[config.mk]
export PLATFORM = sky130hd
export DESIGN_NAME = scalar_instruction_decoder
export DESIGN_NICKNAME = d
export VERILOG_FILES = /design/src/rtl/sid_pkg.sv /design/src/rtl/sid_decode.sv /design/src/rtl/scalar_instruction_decoder.sv
export VERILOG_INCLUDE_DIRS = /design/src /design/src/rtl
export SDC_FILE = /design/constraint.sdc
export NUM_CORES = 1
export LEC_CHECK = 0
export BUFFER_PORTS_ARGS = -buffer_cell sky130_fd_sc_hd__buf_4
export CAP_MARGIN = 20
export CORE_UTILIZATION = 45
export CTS_BUF_LIST = sky130_fd_sc_hd__clkbuf_16
export CTS_CLUSTER_SIZE = 12
export DETAILED_ROUTE_END_ITERATION = 8
export GPL_TIMING_DRIVEN = 0
export PLACE_DENSITY_LB_ADDON = 0.2
export SETUP_SLACK_MARGIN = 0.2
export SLEW_MARGIN = 20
export SYNTH_ARGS = -nofsm -noshare
export SYNTH_HDL_FRONTEND = slang
export SYNTH_HIERARCHICAL = 1
export SYNTH_SLANG_ARGS = --single-unit
[constraint.sdc]
create_clock -name clk_i -period 7.9 [get_ports clk_i]
set_input_delay 0.79 -clock clk_i [delete_from_list [all_inputs] [get_ports clk_i]]
set_output_delay 0.79 -clock clk_i [all_outputs]
set_load 0.01 [all_outputs]
[src/rtl/scalar_instruction_decoder_macros.svh]
// Assertion macros for the scalar instruction decoder.
// No dependencies.
`ifndef SCALAR_INSTRUCTION_DECODER_MACROS_SVH
`define SCALAR_INSTRUCTION_DECODER_MACROS_SVH

`define SID_ASSERT(lbl, clk, rstn, prop, msg) \
  lbl: assert property (@(posedge clk) disable iff (!rstn) (prop)) else $error(msg);

`define SID_ASSERT_NEXT(lbl, clk, rstn, ante, cons, msg) \
  lbl: assert property (@(posedge clk) disable iff (!rstn) (ante) |=> (cons)) \
    else $error(msg);

`endif

[src/rtl/sid_pkg.sv]
// Package for the scalar instruction decoder: item types, codes, lookup functions.
// No dependencies.
package sid_pkg;

  typedef enum logic [1:0] {
    ST_OK = 2'd0, ST_NOT_SCALAR = 2'd1, ST_UNSUPPORTED = 2'd2
  } status_e;

  typedef enum logic [2:0] {
    FMT_ONE = 3'd0, FMT_TWO = 3'd1, FMT_IMM = 3'd2, FMT_CMP = 3'd3, FMT_CTL = 3'd4
  } format_e;

  typedef enum logic [1:0] {
    DK_SREG = 2'd0, DK_NONE = 2'd1, DK_SCC = 2'd2
  } dest_kind_e;

  localparam logic [6:0] SEL_ONE = 7'h7d;
  localparam logic [6:0] SEL_CMP = 7'h7e;
  localparam logic [6:0] SEL_CTL = 7'h7f;
  localparam logic [6:0] SEL_IMM_LO = 7'h60;

  localparam logic [6:0] OP_SADD_I32 = 7'd31;
  localparam logic [6:0] OP_SMOVK = 7'd94;
  localparam logic [6:0] OP_SMULK = 7'd95;
  localparam logic [6:0] OP_SSETREG = 7'd96;
  localparam logic [6:0] OP_SWAIT = 7'd97;
  localparam logic [6:0] OP_LOOP_BEGIN = 7'd98;
  localparam logic [6:0] OP_LOOP_END = 7'd99;
  localparam logic [6:0] OP_GETPC = 7'd18;
  localparam logic [6:0] OP_SETPC = 7'd19;
  localparam logic [6:0] OP_TRAP = 7'd113;

  typedef struct packed {
    logic [31:0] instruction_word;
    logic [29:0] word_index;
  } sid_in_t;

  typedef struct packed {
    logic [1:0]  status;
    logic [2:0]  format;
    logic [6:0]  operation;
    logic [1:0]  dest_kind;
    logic [6:0]  dest_field;
    logic [7:0]  src0_code;
    logic [7:0]  src1_code;
    logic [31:0] immediate;
    logic [1:0]  immediate_slot;
    logic [1:0]  source_count;
    logic [1:0]  dest_dwords;
    logic [31:0] branch_target;
  } sid_out_t;

  typedef struct packed {
    logic       hit;
    logic [6:0] op;
  } lookup_t;

  function automatic lookup_t one_src_lookup(input logic [7:0] c);
    lookup_t r;
    r.hit = 1'b1;
    r.op = 7'd0;
    unique case (c)
      8'h03: r.op = 7'd0;  8'h04: r.op = 7'd1;  8'h06: r.op = 7'd2;
      8'h07: r.op = 7'd3;  8'h08: r.op = 7'd4;  8'h09: r.op = 7'd5;
      8'h0a: r.op = 7'd6;  8'h0b: r.op = 7'd7;  8'h0f: r.op = 7'd8;
      8'h10: r.op = 7'd9;  8'h13: r.op = 7'd10; 8'h14: r.op = 7'd11;
      8'h15: r.op = 7'd12; 8'h16: r.op = 7'd13; 8'h1b: r.op = 7'd14;
      8'h1c: r.op = 7'd15; 8'h1d: r.op = 7'd16; 8'h1e: r.op = 7'd17;
      8'h1f: r.op = 7'd18; 8'h20: r.op = 7'd19; 8'h24: r.op = 7'd20;
      8'h28: r.op = 7'd21; 8'h2d: r.op = 7'd22; 8'h34: r.op = 7'd23;
      8'h37: r.op = 7'd24; 8'h3b: r.op = 7'd25; 8'h3c: r.op = 7'd26;
      8'h40: r.op = 7'd27; 8'h44: r.op = 7'd28;
      default: r.hit = 1'b0;
    endcase
    return r;
  endfunction

  function automatic lookup_t two_src_lookup(input logic [6:0] c);
    lookup_t r;
    r.hit = 1'b1;
    r.op = 7'd0;
    if (c <= 7'h0b) r.op = 7'd29 + c;
    else if (c >= 7'h0e && c <= 7'h22) r.op = 7'd41 + (c - 7'h0e);
    else if (c >= 7'h24 && c <= 7'h29) r.op = 7'd62 + (c - 7'h24);
    else if (c == 7'h2c) r.op = 7'd68;
    else if (c >= 7'h2e && c <= 7'h36) r.op = 7'd69 + (c - 7'h2e);
    else r.hit = 1'b0;
    return r;
  endfunction

  function automatic lookup_t cmp_lookup(input logic [6:0] c);
    lookup_t r;
    r.hit = 1'b1;
    r.op = 7'd0;
    if (c <= 7'h0d) r.op = 7'd78 + c;
    else if (c == 7'h12) r.op = 7'd92;
    else if (c == 7'h13) r.op = 7'd93;
    else r.hit = 1'b0;
    return r;
  endfunction

  function automatic lookup_t imm_lookup(input logic [4:0] c);
    lookup_t r;
    r.hit = 1'b1;
    r.op = 7'd0;
    unique case (c) inside
      5'h00: r.op = OP_SMOVK;
      5'h03: r.op = 7'd78; 5'h04: r.op = 7'd79; 5'h05: r.op = 7'd80;
      5'h06: r.op = 7'd81; 5'h07: r.op = 7'd82; 5'h08: r.op = 7'd83;
      5'h09: r.op = 7'd84; 5'h0a: r.op = 7'd85; 5'h0b: r.op = 7'd86;
      5'h0c: r.op = 7'd87; 5'h0d: r.op = 7'd88; 5'h0e: r.op = 7'd89;
      5'h0f: r.op = OP_SADD_I32;
      5'h10: r.op = OP_SMULK;
      5'h13: r.op = OP_SSETREG;
      [5'h17:5'h1a]: r.op = OP_SWAIT;
      5'h1b: r.op = OP_LOOP_BEGIN;
      5'h1c: r.op = OP_LOOP_END;
      default: r.hit = 1'b0;
    endcase
    return r;
  endfunction

  function automatic lookup_t ctl_lookup(input logic [6:0] c);
    lookup_t r;
    r.hit = 1'b1;
    r.op = 7'd0;
    unique case (c)
      7'h00: r.op = 7'd100; 7'h01: r.op = 7'd101; 7'h02: r.op = 7'd102;
      7'h04: r.op = 7'd103; 7'h05: r.op = 7'd104; 7'h06: r.op = 7'd105;
      7'h07: r.op = 7'd106; 7'h08: r.op = 7'd107; 7'h09: r.op = 7'd108;
      7'h0a: r.op = 7'd109; 7'h0c: r.op = OP_SWAIT; 7'h0e: r.op = 7'd110;
      7'h0f: r.op = 7'd111; 7'h10: r.op = 7'd112; 7'h12: r.op = OP_TRAP;
      7'h16: r.op = 7'd114; 7'h20: r.op = 7'd115; 7'h23: r.op = 7'd116;
      default: r.hit = 1'b0;
    endcase
    return r;
  endfunction

  function automatic logic is_wide(input logic [6:0] op);
    logic w;
    case (op) inside
      7'd1, 7'd2, 7'd4, 7'd6, 7'd15, 7'd17, 7'd18, 7'd20, 7'd21, 7'd22, 7'd24,
      7'd25, 7'd40, 7'd42, 7'd44, 7'd46, 7'd48, 7'd50, 7'd52, 7'd54, 7'd56,
      7'd58, 7'd60, 7'd63, 7'd67: w = 1'b1;
      default: w = 1'b0;
    endcase
    return w;
  endfunction

  function automatic logic is_wait_like(input logic [6:0] op);
    logic w;
    case (op) inside
      7'd100, OP_SWAIT, 7'd116, 7'd110, 7'd111, 7'd112, OP_TRAP, 7'd114,
      7'd115: w = 1'b1;
      default: w = 1'b0;
    endcase
    return w;
  endfunction

endpackage

[src/rtl/sid_decode.sv]
// Combinational decode of one instruction word into a result record.
// Depends on sid_pkg.
module sid_decode import sid_pkg::*; (
  input  sid_in_t  item_i,
  output sid_out_t rec_o
);

  logic [31:0] w;
  logic [31:0] pc;
  logic [6:0]  sel;
  logic [6:0]  dfield;
  logic [7:0]  s0;
  logic [7:0]  s1;
  logic [15:0] k16;
  logic [31:0] sx16;
  logic [31:0] zx16;
  logic [31:0] imm;
  logic [4:0]  icode;
  lookup_t     lk;
  format_e     fmt;

  assign w      = item_i.instruction_word;
  assign pc     = {item_i.word_index, 2'b00};
  assign sel    = w[29:23];
  assign dfield = w[22:16];
  assign s0     = w[7:0];
  assign s1     = w[15:8];
  assign k16    = w[15:0];
  assign icode  = sel[4:0];
  assign sx16   = {{16{k16[15]}}, k16};
  assign zx16   = {16'h0000, k16};
  assign imm    = (icode >= 5'h09 && icode <= 5'h0e) ? zx16 : sx16;

  always_comb begin
    fmt = FMT_TWO;
    lk  = two_src_lookup(sel);
    if (sel == SEL_ONE) begin
      fmt = FMT_ONE;
      lk  = one_src_lookup(s1);
    end else if (sel == SEL_CMP) begin
      fmt = FMT_CMP;
      lk  = cmp_lookup(dfield);
    end else if (sel == SEL_CTL) begin
      fmt = FMT_CTL;
      lk  = ctl_lookup(dfield);
    end else if (sel >= SEL_IMM_LO) begin
      fmt = FMT_IMM;
      lk  = imm_lookup(icode);
    end
  end

  always_comb begin
    rec_o = '0;
    rec_o.dest_dwords = 2'd1;
    if (w[31:30] != 2'b10) begin
      rec_o.status = ST_NOT_SCALAR;
    end else if (!lk.hit) begin
      rec_o.status = ST_UNSUPPORTED;
      rec_o.format = fmt;
    end else begin
      rec_o.status      = ST_OK;
      rec_o.format      = fmt;
      rec_o.operation   = lk.op;
      rec_o.dest_dwords = is_wide(lk.op) ? 2'd2 : 2'd1;
      unique case (fmt)
        FMT_ONE: begin
          if (lk.op == OP_GETPC) begin
            rec_o.dest_field = dfield;
          end else if (lk.op == OP_SETPC) begin
            rec_o.dest_kind = DK_NONE;
            rec_o.src0_code = s0;
            rec_o.source_count = 2'd1;
          end else begin
            rec_o.dest_field = dfield;
            rec_o.src0_code = s0;
            rec_o.source_count = 2'd1;
          end
        end
        FMT_TWO: begin
          rec_o.dest_field = dfield;
          rec_o.src0_code = s0;
          rec_o.src1_code = s1;
          rec_o.source_count = 2'd2;
        end
        FMT_CMP: begin
          rec_o.dest_kind = DK_SCC;
          rec_o.src0_code = s0;
          rec_o.src1_code = s1;
          rec_o.source_count = 2'd2;
        end
        FMT_CTL: begin
          rec_o.dest_kind = DK_NONE;
          rec_o.immediate = (lk.op == OP_TRAP) ? {24'h0, k16[7:0]} : zx16;
          rec_o.immediate_slot = 2'd1;
          rec_o.source_count = is_wait_like(lk.op) ? 2'd1 : 2'd0;
          rec_o.branch_target = pc + 32'd4 + {sx16[29:0], 2'b00};
        end
        FMT_IMM: begin
          if (lk.op == OP_SMOVK) begin
            rec_o.dest_field = dfield;
            rec_o.immediate = imm;
            rec_o.immediate_slot = 2'd1;
            rec_o.source_count = 2'd1;
          end else if (lk.op == OP_LOOP_BEGIN || lk.op == OP_LOOP_END) begin
            rec_o.dest_field = dfield;
            rec_o.immediate = imm;
            rec_o.immediate_slot = 2'd1;
            rec_o.source_count = 2'd1;
            rec_o.branch_target = pc + 32'd4 + {imm[29:0], 2'b00};
          end else if (lk.op == OP_SWAIT) begin
            rec_o.dest_kind = DK_NONE;
            rec_o.immediate = zx16;
            rec_o.immediate_slot = 2'd1;
            rec_o.source_count = 2'd1;
          end else if (lk.op == OP_SSETREG) begin
            rec_o.dest_kind = DK_NONE;
            rec_o.src0_code = {1'b0, dfield};
            rec_o.immediate = zx16;
            rec_o.immediate_slot = 2'd2;
            rec_o.source_count = 2'd2;
          end else if (lk.op == OP_SADD_I32 || lk.op == OP_SMULK) begin
            rec_o.dest_field = dfield;
            rec_o.src0_code = {1'b0, dfield};
            rec_o.immediate = imm;
            rec_o.immediate_slot = 2'd2;
            rec_o.source_count = 2'd2;
          end else begin
            rec_o.dest_kind = DK_SCC;
            rec_o.src0_code = {1'b0, dfield};
            rec_o.immediate = imm;
            rec_o.immediate_slot = 2'd2;
            rec_o.source_count = 2'd2;
          end
        end
        default: ;
      endcase
    end
  end

endmodule

[src/rtl/scalar_instruction_decoder.sv]
// Scalar instruction decoder top level: input register, decode, result register.
// The item is captured in the input register, decoded combinationally, then captured in the
// result register; the result strobe done_o rises together with the new result register contents.
// Throughput: one item per cycle; busy is tied low, the receiver cannot stall.
// Reset clears only the valid flags; payload registers are not reset.
// Depends on sid_pkg, sid_decode and scalar_instruction_decoder_macros.svh.
`include "scalar_instruction_decoder_macros.svh"
module scalar_instruction_decoder import sid_pkg::*; (
  input  logic     clk_i,
  input  logic     rst_ni,
  input  logic     start,
  output logic     busy,
  input  sid_in_t  item_i,
  output logic     done_o,
  output sid_out_t result_o
);

  logic     in_vld_q;
  sid_in_t  in_q;
  logic     out_vld_q;
  sid_out_t out_q;
  sid_out_t rec_d;
  logic     accept;

  assign busy   = 1'b0;
  assign accept = start && !busy;

  always_ff @(posedge clk_i or negedge rst_ni) begin
    if (!rst_ni) begin
      in_vld_q  <= 1'b0;
      out_vld_q <= 1'b0;
    end else begin
      in_vld_q  <= accept;
      out_vld_q <= in_vld_q;
    end
  end

  always_ff @(posedge clk_i) begin
    if (accept) in_q <= item_i;
    if (in_vld_q) out_q <= rec_d;
  end

  sid_decode u_dec (
    .item_i (in_q),
    .rec_o  (rec_d)
  );

  assign done_o   = out_vld_q;
  assign result_o = out_q;

  `SID_ASSERT_NEXT(a_latency, clk_i, rst_ni, in_vld_q, done_o,
    "result strobe missing after a registered item")
  `SID_ASSERT(a_dwords, clk_i, rst_ni,
    !done_o || result_o.dest_dwords == 2'd1 || result_o.dest_dwords == 2'd2,
    "dest_dwords out of range")
  `SID_ASSERT(a_reject_clean, clk_i, rst_ni,
    !(done_o && result_o.status == ST_NOT_SCALAR) || result_o.operation == 7'd0,
    "rejected word carries an operation")
  `SID_ASSERT(a_slot_imm, clk_i, rst_ni,
    !(done_o && result_o.immediate_slot == 2'd0) || result_o.immediate == 32'd0,
    "immediate set without a slot")

endmodule
# --- Word level (Yosys, flattened, before mapping) ---
# Cells that the tools add are included.
classes:
  add_sub_neg: 11
  magnitude_cmp: 13
  eq_ne: 114
  muxes: 72
  bitwise_logic: 2
  n_reduce_logical: 18
ops:
  columns: ["operator", "count"]
  rows:
  - ["two-way mux 36 bit", 4]
  - ["case mux 5 bit (28 select lines)", 1]
  - ["case mux 7 bit (19 select lines)", 1]
  - ["== test 7 bit, second input constant", 18]
  - ["case mux 7 bit (18 select lines)", 1]
  - ["== test 7 x 6 -> 1 bit, second input constant", 15]
  - ["two-way mux 7 bit", 14]
  - ["two-way mux 32 bit", 3]
  - ["== test 7 x 5 -> 1 bit, second input constant", 13]
  - ["== test 8 x 5 -> 1 bit, second input constant", 10]
  - ["case mux 34 bit (2 select lines)", 1]
  - ["adder 32 bit", 2]
  - ["== test 8 x 6 -> 1 bit, second input constant", 8]
  - ["case mux 32 bit (2 select lines)", 1]
  - ["two-way mux 8 bit", 7]
  - ["== test 7 x 4 -> 1 bit, second input constant", 7]
  - ["== test 7 x 3 -> 1 bit, second input constant", 6]
  - ["== test 5 x 4 -> 1 bit, second input constant", 8]
  - ["== test 8 x 4 -> 1 bit, second input constant", 5]
  - ["adder 32 x 3 -> 32 bit, second input constant", 1]
  - ["OR reduction 29 bit", 1]
  - ["OR reduction 25 bit", 1]
  - ["== test 8 x 3 -> 1 bit, second input constant", 3]
  - ["case mux 8 bit (3 select lines)", 1]
  - ["other kinds (44)", 98]
word_totals:
  reg_bits: 171
  inputBits: 65
  output_inout_bits: 109
  elab_cells: 246

# --- Logic depth before layout (Yosys ltp) ---
# Gate-level depths: netlist (run 1).
depth:
  ltp_word: 19
  mapped_depth: 19

# --- Hierarchy ---
# The synthesis (run 1) kept the hierarchy.
by_module_without_submodules:
  columns: ["module", "instances", "cells_each", "area_each_um2"]
  rows:
  - ["sid_decode", 1, 912, 6019.5]
  - ["scalar_instruction_decoder", 1, 173, 5136.2]

# --- Least setup slack after synthesis (run 1) ---
# No wires, ideal clock.
synth_path:
  kind: "reg-to-reg"
  startpoint: "reg in_q[55] (netlist bit)"
  endpoint: "reg out_q (netlist bit result_o[29]), data pin"
  setup_time_ns: 0.266
  arrival_ns: 3.694
  setup_slack_ns: 3.940
  stages_incl_launch_ff: 20
  path_cell_list: "edfxtp_1 > buf_2 > inv_1 > ha_1 > a21boi_1 > a21oi_1 > o21ai_0 > nand2_1 > inv_1 > ha_1 > a21o_1 > a21o_1 > a21oi_1 > nor2b_1 > nor4_1 > nor3_1 > a211oi_1 > xnor2_1 > a22oi_1 > nor2_1"
synth_between:
  elab_chain_len: 16
synth_lines:
  columns: ["element", "line_no", "rtl"]
  rows:
  - ["start, declared", "scalar_instruction_decoder.sv:19", "sid_in_t in_q;"]
  - ["start signal, assigned", "scalar_instruction_decoder.sv:39", "if (accept) in_q <= item_i;"]
  - ["subtractor 7 x 6 -> 7 bit, or another cell as far along", "sid_pkg.sv:86", "else if (c >= 7'h2e && c <= 7'h36) r.op = 7'd69 + (c - 7'h2e);"]
  - ["adder 7 bit or logical AND 1 bit (tied branches)", "sid_pkg.sv:86", null]
  - ["two-way mux 7 bit", "sid_pkg.sv:86", null]
  - ["two-way mux 7 bit", "sid_pkg.sv:85", "else if (c == 7'h2c) r.op = 7'd68;"]
  - ["two-way mux 7 bit", "sid_pkg.sv:84", "else if (c >= 7'h24 && c <= 7'h29) r.op = 7'd62 + (c - 7'h24);"]
  - ["two-way mux 7 bit", "sid_pkg.sv:83", "else if (c >= 7'h0e && c <= 7'h22) r.op = 7'd41 + (c - 7'h0e);"]
  - ["two-way mux 7 bit", "sid_pkg.sv:82", "if (c <= 7'h0b) r.op = 7'd29 + c;"]
  - ["two-way mux 8 bit", "sid_decode.sv:46", "end else if (sel >= SEL_IMM_LO) begin"]
  - ["two-way mux 8 bit", "sid_decode.sv:43", "end else if (sel == SEL_CTL) begin"]
  - ["two-way mux 8 bit", "sid_decode.sv:40", "end else if (sel == SEL_CMP) begin"]
  - ["two-way mux 8 bit", "sid_decode.sv:37", "if (sel == SEL_ONE) begin"]
  - ["== test 7 bit", "sid_decode.sv:104", "end else if (lk.op == OP_LOOP_BEGIN || lk.op == OP_LOOP_END) begin"]
  - ["logical OR 1 bit", "sid_decode.sv:104", null]
  - ["two-way mux 32 bit", "sid_decode.sv:104", null]
  - ["two-way mux 32 bit", "sid_decode.sv:99", "if (lk.op == OP_SMOVK) begin"]
  - ["case mux 32 bit (2 select lines)", "sid_decode.sv:65", "unique case (fmt)"]
  - ["end signal, assigned", "scalar_instruction_decoder.sv:40", "if (in_vld_q) out_q <= rec_d;"]
  - ["end, declared", "scalar_instruction_decoder.sv:21", "sid_out_t out_q;"]
# Parallel ways exist; a longest one is shown, timed or not.
# A chain may end at the register's enable or synchronous reset.

# --- Worst setup path after layout (run 1) ---
layout_path:
  startpoint: "reg in_q[55] (netlist bit)"
  endpoint: "reg out_q (netlist bit result_o[27]), data pin"
# The elaborated chain is that of the path after synthesis.

==> results.py, run 1 <==
metrics = {
    "sta": {
        "relSlewSlack": 0.358,
        "finalCritPeriodShare": 0.662,
        "worst_pin_slew_ns": 0.953,
        "fin_crit_ns": 5.23,
        "hold_violations": 0,
        "slew_violations": 0,
        "setup_viol": 0,
        "fin_skew_ns": 0.0166,
        "rsz0062_at_grt": "no",
        "final.setup.tns_ns": 0,
        "max_freq_mhz": 191,
        "setup_ws_ns": 2.67,
    },
    "floorplan": {
        "core.rowCount": 57,
        "floorplan.initialDensity": 0.459,
        "dieArea_um2": 25400,
        "die_width_um": 159,
        "pin_count": 174,
        "design.core.area_um2": 24300,
        "die_y_um": 159,
    },
    "cts": {
        "insertion_delay_ns": 0.44,
        "ctsHtreeMaxLevel": 4,
        "clk_pin_slew_ns": 0.07,
        "cts_sinks": 171,
        "clock-root-buffer": "clkbuf_16",
        "clk_path_buf_depth": 2,
        "hold_buffers": 0,
        "numCtsBuffers": 17,
        "cts.repair.resized": 0,
        "cts_tree": "yes",
        "post_cts_buffers": 0,
    },
    "route": {
        "viasPerCell": 5.79,
        "drc": 0,
        "dr_total_vias": 9353,
        "antenna_left": 0,
        "drt_wl_total_um": 31000,
        "drt_iter0_markers": 745,
        "dr.pass1.iters": 5,
        "wl_per_cell_um": 19.2,
    },
    "global_route": {
        "grt_max_degree": 64,
        "grt.total_usage": 0.244,
        "grt_antenna_before_repair": 0,
        "grt_pass1_wl_um": 48200,
        "grt_pass1_vias": 8785,
        "overflow": 0,
    },
    "place": {
        "dp_hpwl_um": 23200,
        "gp_congestion": 0.923,
        "io_buffers": 172,
        "place_ws_ns": 2.76,
    },
    "setup_path": {
        "startpoint_type": "register",
        "rr_startpoint": "in_q[55]$_DFFE_PP_",
        "critical_path.max_fanout": 14,
        "end_kind": "register",
        "r2r_cells": 19,
        "endpoint": "result_o[27]$_DFFE_PP_",
        "path_class": "register to register",
        "cp-startpoint": "in_q[55]$_DFFE_PP_",
        "r2r_setup_slack_ns": 2.67,
        "cp.required_ns": 8.08,
        "critical_path_arrival_ns": 5.41,
        "regToRegEndpoint": "result_o[27]$_DFFE_PP_",
    },
    "logic_synthesis": {
        "async_flop_share": 0.0117,
        "synth_top_cell_by_area": "edfxtp_1",
        "synth.area.top_cells": "edfxtp_1 45%, ha_1 6.4%, xnor2_1 3.7%",
        "ys_seq_area_frac": 0.459,
        "ys_types": 99,
        "synthesis.area_um2": 11200,
        "synth_area_per_cell_um2": 10.3,
        "yosys-top-cells-count": "169 x edfxtp_1, 85 x nand2_1, 77 x nor2_1",
        "ys_ff_latch": 171,
        "synth_top_area_frac": 0.455,
        "syn-instance-count": 1085,
        "synth_edf_count": 169,
        "ys.flop_type": "edfxtp_1",
        "yosysMostFrequentCell": "edfxtp_1",
        "yosysWarnings": 6,
    },
    "min_path": {
        "hold_path.class": "primary input to asynchronous set/reset pin",
    },
    "power_and_ir_drop": {
        "power_density_nw_per_um2": 201,
        "peakVddDrop_mv": 0.125,
        "p_leak_nw": 5.27,
    },
    "cells_and_area": {
        "fill_cells": 2154,
        "drive_gt1_frac": 0.214,
        "nets": 1402,
        "area_growth_pct": 21.3,
        "num_antenna_cells": 0,
    },
    "job": {
        "maxCapViolCount": 0,
    },
    "outcome": {
        "status": "completed",
    },
}
[critical path, cell delays in order (launching register included)]
cell	delay, ns
edfxtp_1	0.52
buf_2	0.25
inv_1	0.27
ha_1	0.29
a21boi_1	0.30
a21oi_1	0.10
o21ai_0	0.41
nand2_1	0.16
inv_1	0.47
ha_1	0.29
a21o_1	0.13
a21o_1	0.15
a21oi_1	0.09
nor2b_1	0.27
nor4_1	0.09
nor3_1	0.53
a21boi_0	0.22
xnor2_1	0.17
a22oi_1	0.20
nor2_1	0.06
[power breakdown]
part / internal (mW) / total (mW) / switching (mW)
combinational: 0.287 / 0.693 / 0.407
clock: 0.537 / 0.918 / 0.380
sequential: 1.07 / 1.11 / 0.0446
total: 1.89 / 2.72 / 0.832
[final cells by class]
class / instances / area [µm²] / share of cell area
inverters: 30 / 113 / 0.00832
flip-flops and latches: 171 / 5130 / 0.379
clock buffers: 17 / 425 / 0.0314
repair buffers: 174 / 1330 / 0.0980
clock inverters: 15 / 211 / 0.0156
multi-input cells: 824 / 5580 / 0.412
well taps: 324 / 405 / 0.0299
plain buffers: 61 / 349 / 0.0258
[layer usage]
metal / wire length (µm) / vias to the layer above / part of all wire / track usage
met4: 599 / 0 / 0.019 / 0.0765
met5: 0 / - / 0 / 0
li1: - / 4484 / - / -
met3: 2460 / 42 / 0.079 / 0.0591
met1: 14300 / 4441 / 0.46 / 0.343
met2: 13600 / 386 / 0.44 / 0.372
[flip-flops by register name, indices dropped and copies added, names as in the netlist]
signal	flops
done_o	1
in_vld_q	1
in_q	62
result_o	107
[kinds of logic (layout without fill, tap and decap cells)]
family	count (synthesis)	count (layout)	share of synthesized area
simple gates	386	386	0.184
compound gates	301	301	0.189
flops	171	171	0.459
buf+inv	91	297	0.0414
xor+xnor	74	74	0.0581
fa+ha+maj	58	58	0.0657
other cells	2	3	0.000673
mux	2	2	0.00179
[how the worst min path moves through the flow]
| stage | startpoint | to | slack [ns] | depth (start not counted) |
|---|---|---|---|---|
| 2_1_floorplan | rst_ni | done_o$_DFF_PN0_ | 0.49 | 0 |
| 3_3_place_gp | rst_ni | done_o$_DFF_PN0_ | 0.57 | 1 |
| 3_5_place_dp | rst_ni | done_o$_DFF_PN0_ | 0.57 | 1 |
| 4_1_cts | rst_ni | in_vld_q$_DFF_PN0_ | 0.1 | 1 |
| 5_1_grt | rst_ni | in_vld_q$_DFF_PN0_ | 0.10 | 1 |
| 6_report | rst_ni | in_vld_q$_DFF_PN0_ | 0.12 | 1 |
[layout by cell type (no fill, tap or decap), types with 11 or more instances in the layout]
cell / instances
a21oi_1: 59
ha_1: 57
nor2b_1: 13
nor3_1: 32
nand4_1: 13
o21ai_0: 42
nand3_1: 26
buf_4: 193
and2_1: 36
clkbuf_16: 17
xor2_1: 27
clkbuf_1: 21
a21o_1: 22
inv_1: 30
buf_2: 11
o22ai_1: 18
a211oi_1: 19
nand2_1: 85
xnor2_1: 47
and3_1: 19
nor4_1: 11
nor2_1: 77
nand2b_1: 20
edfxtp_1: 169
[metrics by stage]
stage	cell area (µm²)	util	instances	hold WS [ns]	power, mW
3_5_place_dp	12900	0.530	1584	0.573	1.81
2_1_floorplan	11200	-	1086	0.494	1.58
4_1_cts	13500	0.557	1616	0.0955	2.74
5_1_grt	13500	0.557	1616	0.103	2.85
3_3_place_gp	12900	0.529	1582	0.574	1.80
6_report	13500	0.557	1616	0.121	2.72
No activity file was read; power rests on OpenSTA's default activity.
==> run 2, diff against run 1 <==
--- a/config.mk
+++ b/config.mk
@@ -6,6 +6,7 @@
 export SDC_FILE = /design/constraint.sdc
 export NUM_CORES = 1
 export LEC_CHECK = 0
+export ABC_AREA = 1
 export BUFFER_PORTS_ARGS = -buffer_cell sky130_fd_sc_hd__buf_4
 export CAP_MARGIN = 20
 export CORE_UTILIZATION = 45
==> constraint.sdc (replaced) <==
create_clock -name clk_i -period 4.8 [get_ports clk_i]
set_input_delay 0.48 -clock clk_i [delete_from_list [all_inputs] [get_ports clk_i]]
set_output_delay 0.48 -clock clk_i [all_outputs]
set_load 0.01 [all_outputs]
==> run 2 against run 1 <==
Register-to-register slack worse by 2.2 ns. Cell count is 25% higher. Core utilization is 0.054 points higher. Synthesized cell count is 36% higher. Total power is 69% higher. Die area is 6.9% higher. Global-route usage is 1.9 points higher. Sequential share of layout area is 2.6 points lower. Non-clock buffer count is 15 lower. Routed wire length is 15% higher.
==> results.py, run 2 <==
metrics = {
    "outcome": {
        "status": "completed",
    },
    "cells_and_area": {
        "largest_register_ffs": 107,
        "nets": 1803,
        "num_antenna_cells": 0,
        "fin_cells": 2028,
        "mostFrequentLayoutCells": "319 x nand2_1, 202 x buf_4, 175 x nor2_1",
        "layout_commonest_cell": "nand2_1",
        "area_growth_pct": 21.7,
        "drive_gt1_frac": 0.210,
        "stdcell_area_um2": 14500,
    },
    "logic_synthesis": {
        "synth_edf_count": 169,
        "yosys-top-cells-count": "321 x nand2_1, 176 x nor2_1, 170 x inv_1",
        "synth_top_area_frac": 0.425,
        "synthesis.area_um2": 11900,
        "yosysWarnings": 6,
        "ys_seq_area_frac": 0.429,
        "syn-instance-count": 1477,
        "ys_ff_latch": 171,
        "ys_types": 60,
        "ys.flop_type": "edfxtp_1",
        "synth_area_per_cell_um2": 8.08,
        "synth.area.top_cells": "edfxtp_1 43%, nand2_1 10%, ha_1 6.0%",
        "synth_top_cell_by_area": "edfxtp_1",
        "async_flop_share": 0.0117,
        "yosysMostFrequentCell": "nand2_1",
    },
    "global_route": {
        "overflow": 0,
        "grt_max_degree": 64,
        "grt_antenna_before_repair": 0,
        "grt_pass1_wl_um": 54300,
        "grt.total_usage": 0.264,
        "grt_pass1_vias": 10100,
    },
    "setup_path": {
        "startpoint_type": "register",
        "cp.required_ns": 4.97,
        "cpMaxStageDelayCell": "edfxtp_1",
        "cp_common_cell": "nand2_1",
        "critical_path.max_fanout": 4,
        "r2r_setup_slack_ns": 0.47,
        "slowest_delay_ns": 0.38,
        "end_kind": "register",
        "path_class": "register to register",
        "critical_path_arrival_ns": 4.50,
    },
    "route": {
        "dr.pass1.iters": 8,
        "drt_wl_total_um": 35500,
        "wl_per_cell_um": 17.5,
        "routed.top_layer": "met4",
        "wl_met3_um": 3110,
        "drt_iter0_markers": 1150,
        "viasPerCell": 5.42,
        "dr_total_vias": 11000,
        "drt-met1-wl_um": 16900,
        "antenna_left": 0,
        "drc": 0,
        "met2WireLength_um": 14900,
    },
    "power_and_ir_drop": {
        "peakVddDrop_mv": 0.227,
        "power_density_nw_per_um2": 317,
        "p_leak_nw": 6.51,
    },
    "job": {
        "maxCapViolCount": 0,
    },
    "cts": {
        "clk_pin_slew_ns": 0.08,
        "numCtsBuffers": 17,
        "clk_path_buf_depth": 2,
        "cts_sinks": 171,
        "cts_tree": "yes",
        "insertion_delay_ns": 0.43,
        "clock-root-buffer": "clkbuf_16",
        "ctsHtreeMaxLevel": 4,
    },
    "sta": {
        "fin_crit_ns": 4.33,
        "fin_skew_ns": 0.0106,
        "worst_pin_slew_ns": 0.810,
        "finalCritPeriodShare": 0.902,
        "relSlewSlack": 0.459,
        "slew_violations": 0,
        "rsz0062_at_grt": "yes",
        "max_freq_mhz": 231,
        "hold_violations": 0,
        "setup_viol": 0,
        "setup_ws_ns": 0.470,
    },
    "floorplan": {
        "die_width_um": 165,
        "floorplan.initialDensity": 0.458,
        "dieArea_um2": 27200,
        "pin_count": 174,
        "design.core.area_um2": 26100,
        "core.rowCount": 59,
        "die_y_um": 165,
    },
    "min_path": {
        "hold_path.class": "primary input to register",
    },
    "place": {
        "place_ws_ns": -0.373,
        "dp_hpwl_um": 27300,
        "gp_congestion": 0.918,
        "place_inst": 1988,
        "dpl_cell_area_um2": 13700,
        "io_buffers": 172,
    },
}
run 2: cells by family after synthesis:
kind of cell             after synthesis  share of synthesized area
AO/OA/AOI/OAI                        229                      0.109
XOR/XNOR                              48                     0.0352
adder cells (fa/ha/maj)               58                     0.0614
buffers and inverters                230                     0.0824
flip-flops                           171                      0.429
other                                  2                   0.000629
AND/OR/NAND/NOR                      739                      0.282
run 2: through the flow:
step	hold WS, ns	power [mW]	TNS (ns)	util
final	0.216	4.60	0	0.557
after detailed placement	0.263	3.13	-0.979	0.526
after global placement	0.263	3.12	-1.32	0.524
after global routing	0.197	4.83	0	0.557
after CTS	0.201	4.58	0	0.551
after floorplan	0.184	2.70	0	-
run 2: layer usage:
| metal | vias to the layer above | track usage |
|---|---|---|
| met5 | - | 0 |
| met4 | 0 | 0.0755 |
| met3 | 44 | 0.0475 |
| met2 | 515 | 0.383 |
| met1 | 5045 | 0.396 |
| li1 | 5381 | - |
run 2: critical path: cells and delay by family, from the launching register on:
kind            cells  cell delay (ns)
buf+inv             3             0.24
simple gates       18             2.51
flops               1             0.38
compound gates      3             0.37
fa+ha+maj           2             0.56
run 2: what timing repair did:
item,CTS,global route
gates resized for setup,8,23
hold buffers,1,0
buffers inserted,0,7
pin swaps,0,5
endpoints found under the setup margin,7,12
endpoints found under the hold margin,2,0
run 2: area by class of cell:
type	instances	area, µm²
fillers	2373	11500
multi-input cells	1077	5980
flip-flops and latches	171	5130
repair buffers	183	1410
inverters	193	727
clock buffers	17	425
well taps	335	419
plain buffers	37	256
clock inverters	15	171
run 2: path summary, 6_finish.rpt:
| kind | start | to | cells past startpoint |
|---|---|---|---|
| hold reg to reg | in_q[30]$_DFFE_PP_ | result_o[38]$_DFFE_PP_ | 2 |
| setup reg to reg | in_q[0]$_DFFE_PP_ | result_o[29]$_DFFE_PP_ | 26 |
| hold / removal | item_i[34] | in_q[34]$_DFFE_PP_ | 1 |
| setup / recovery | in_q[0]$_DFFE_PP_ | result_o[29]$_DFFE_PP_ | 26 |
| min in group asynchronous | rst_ni | in_vld_q$_DFF_PN0_ | 2 |
| max in group asynchronous | rst_ni | in_vld_q$_DFF_PN0_ | 2 |
run 2: report_power, final:
group,internal (mW),switching (mW)
Clock,0.746,0.689
Sequential,1.76,0.0845
Combinational,0.457,0.863
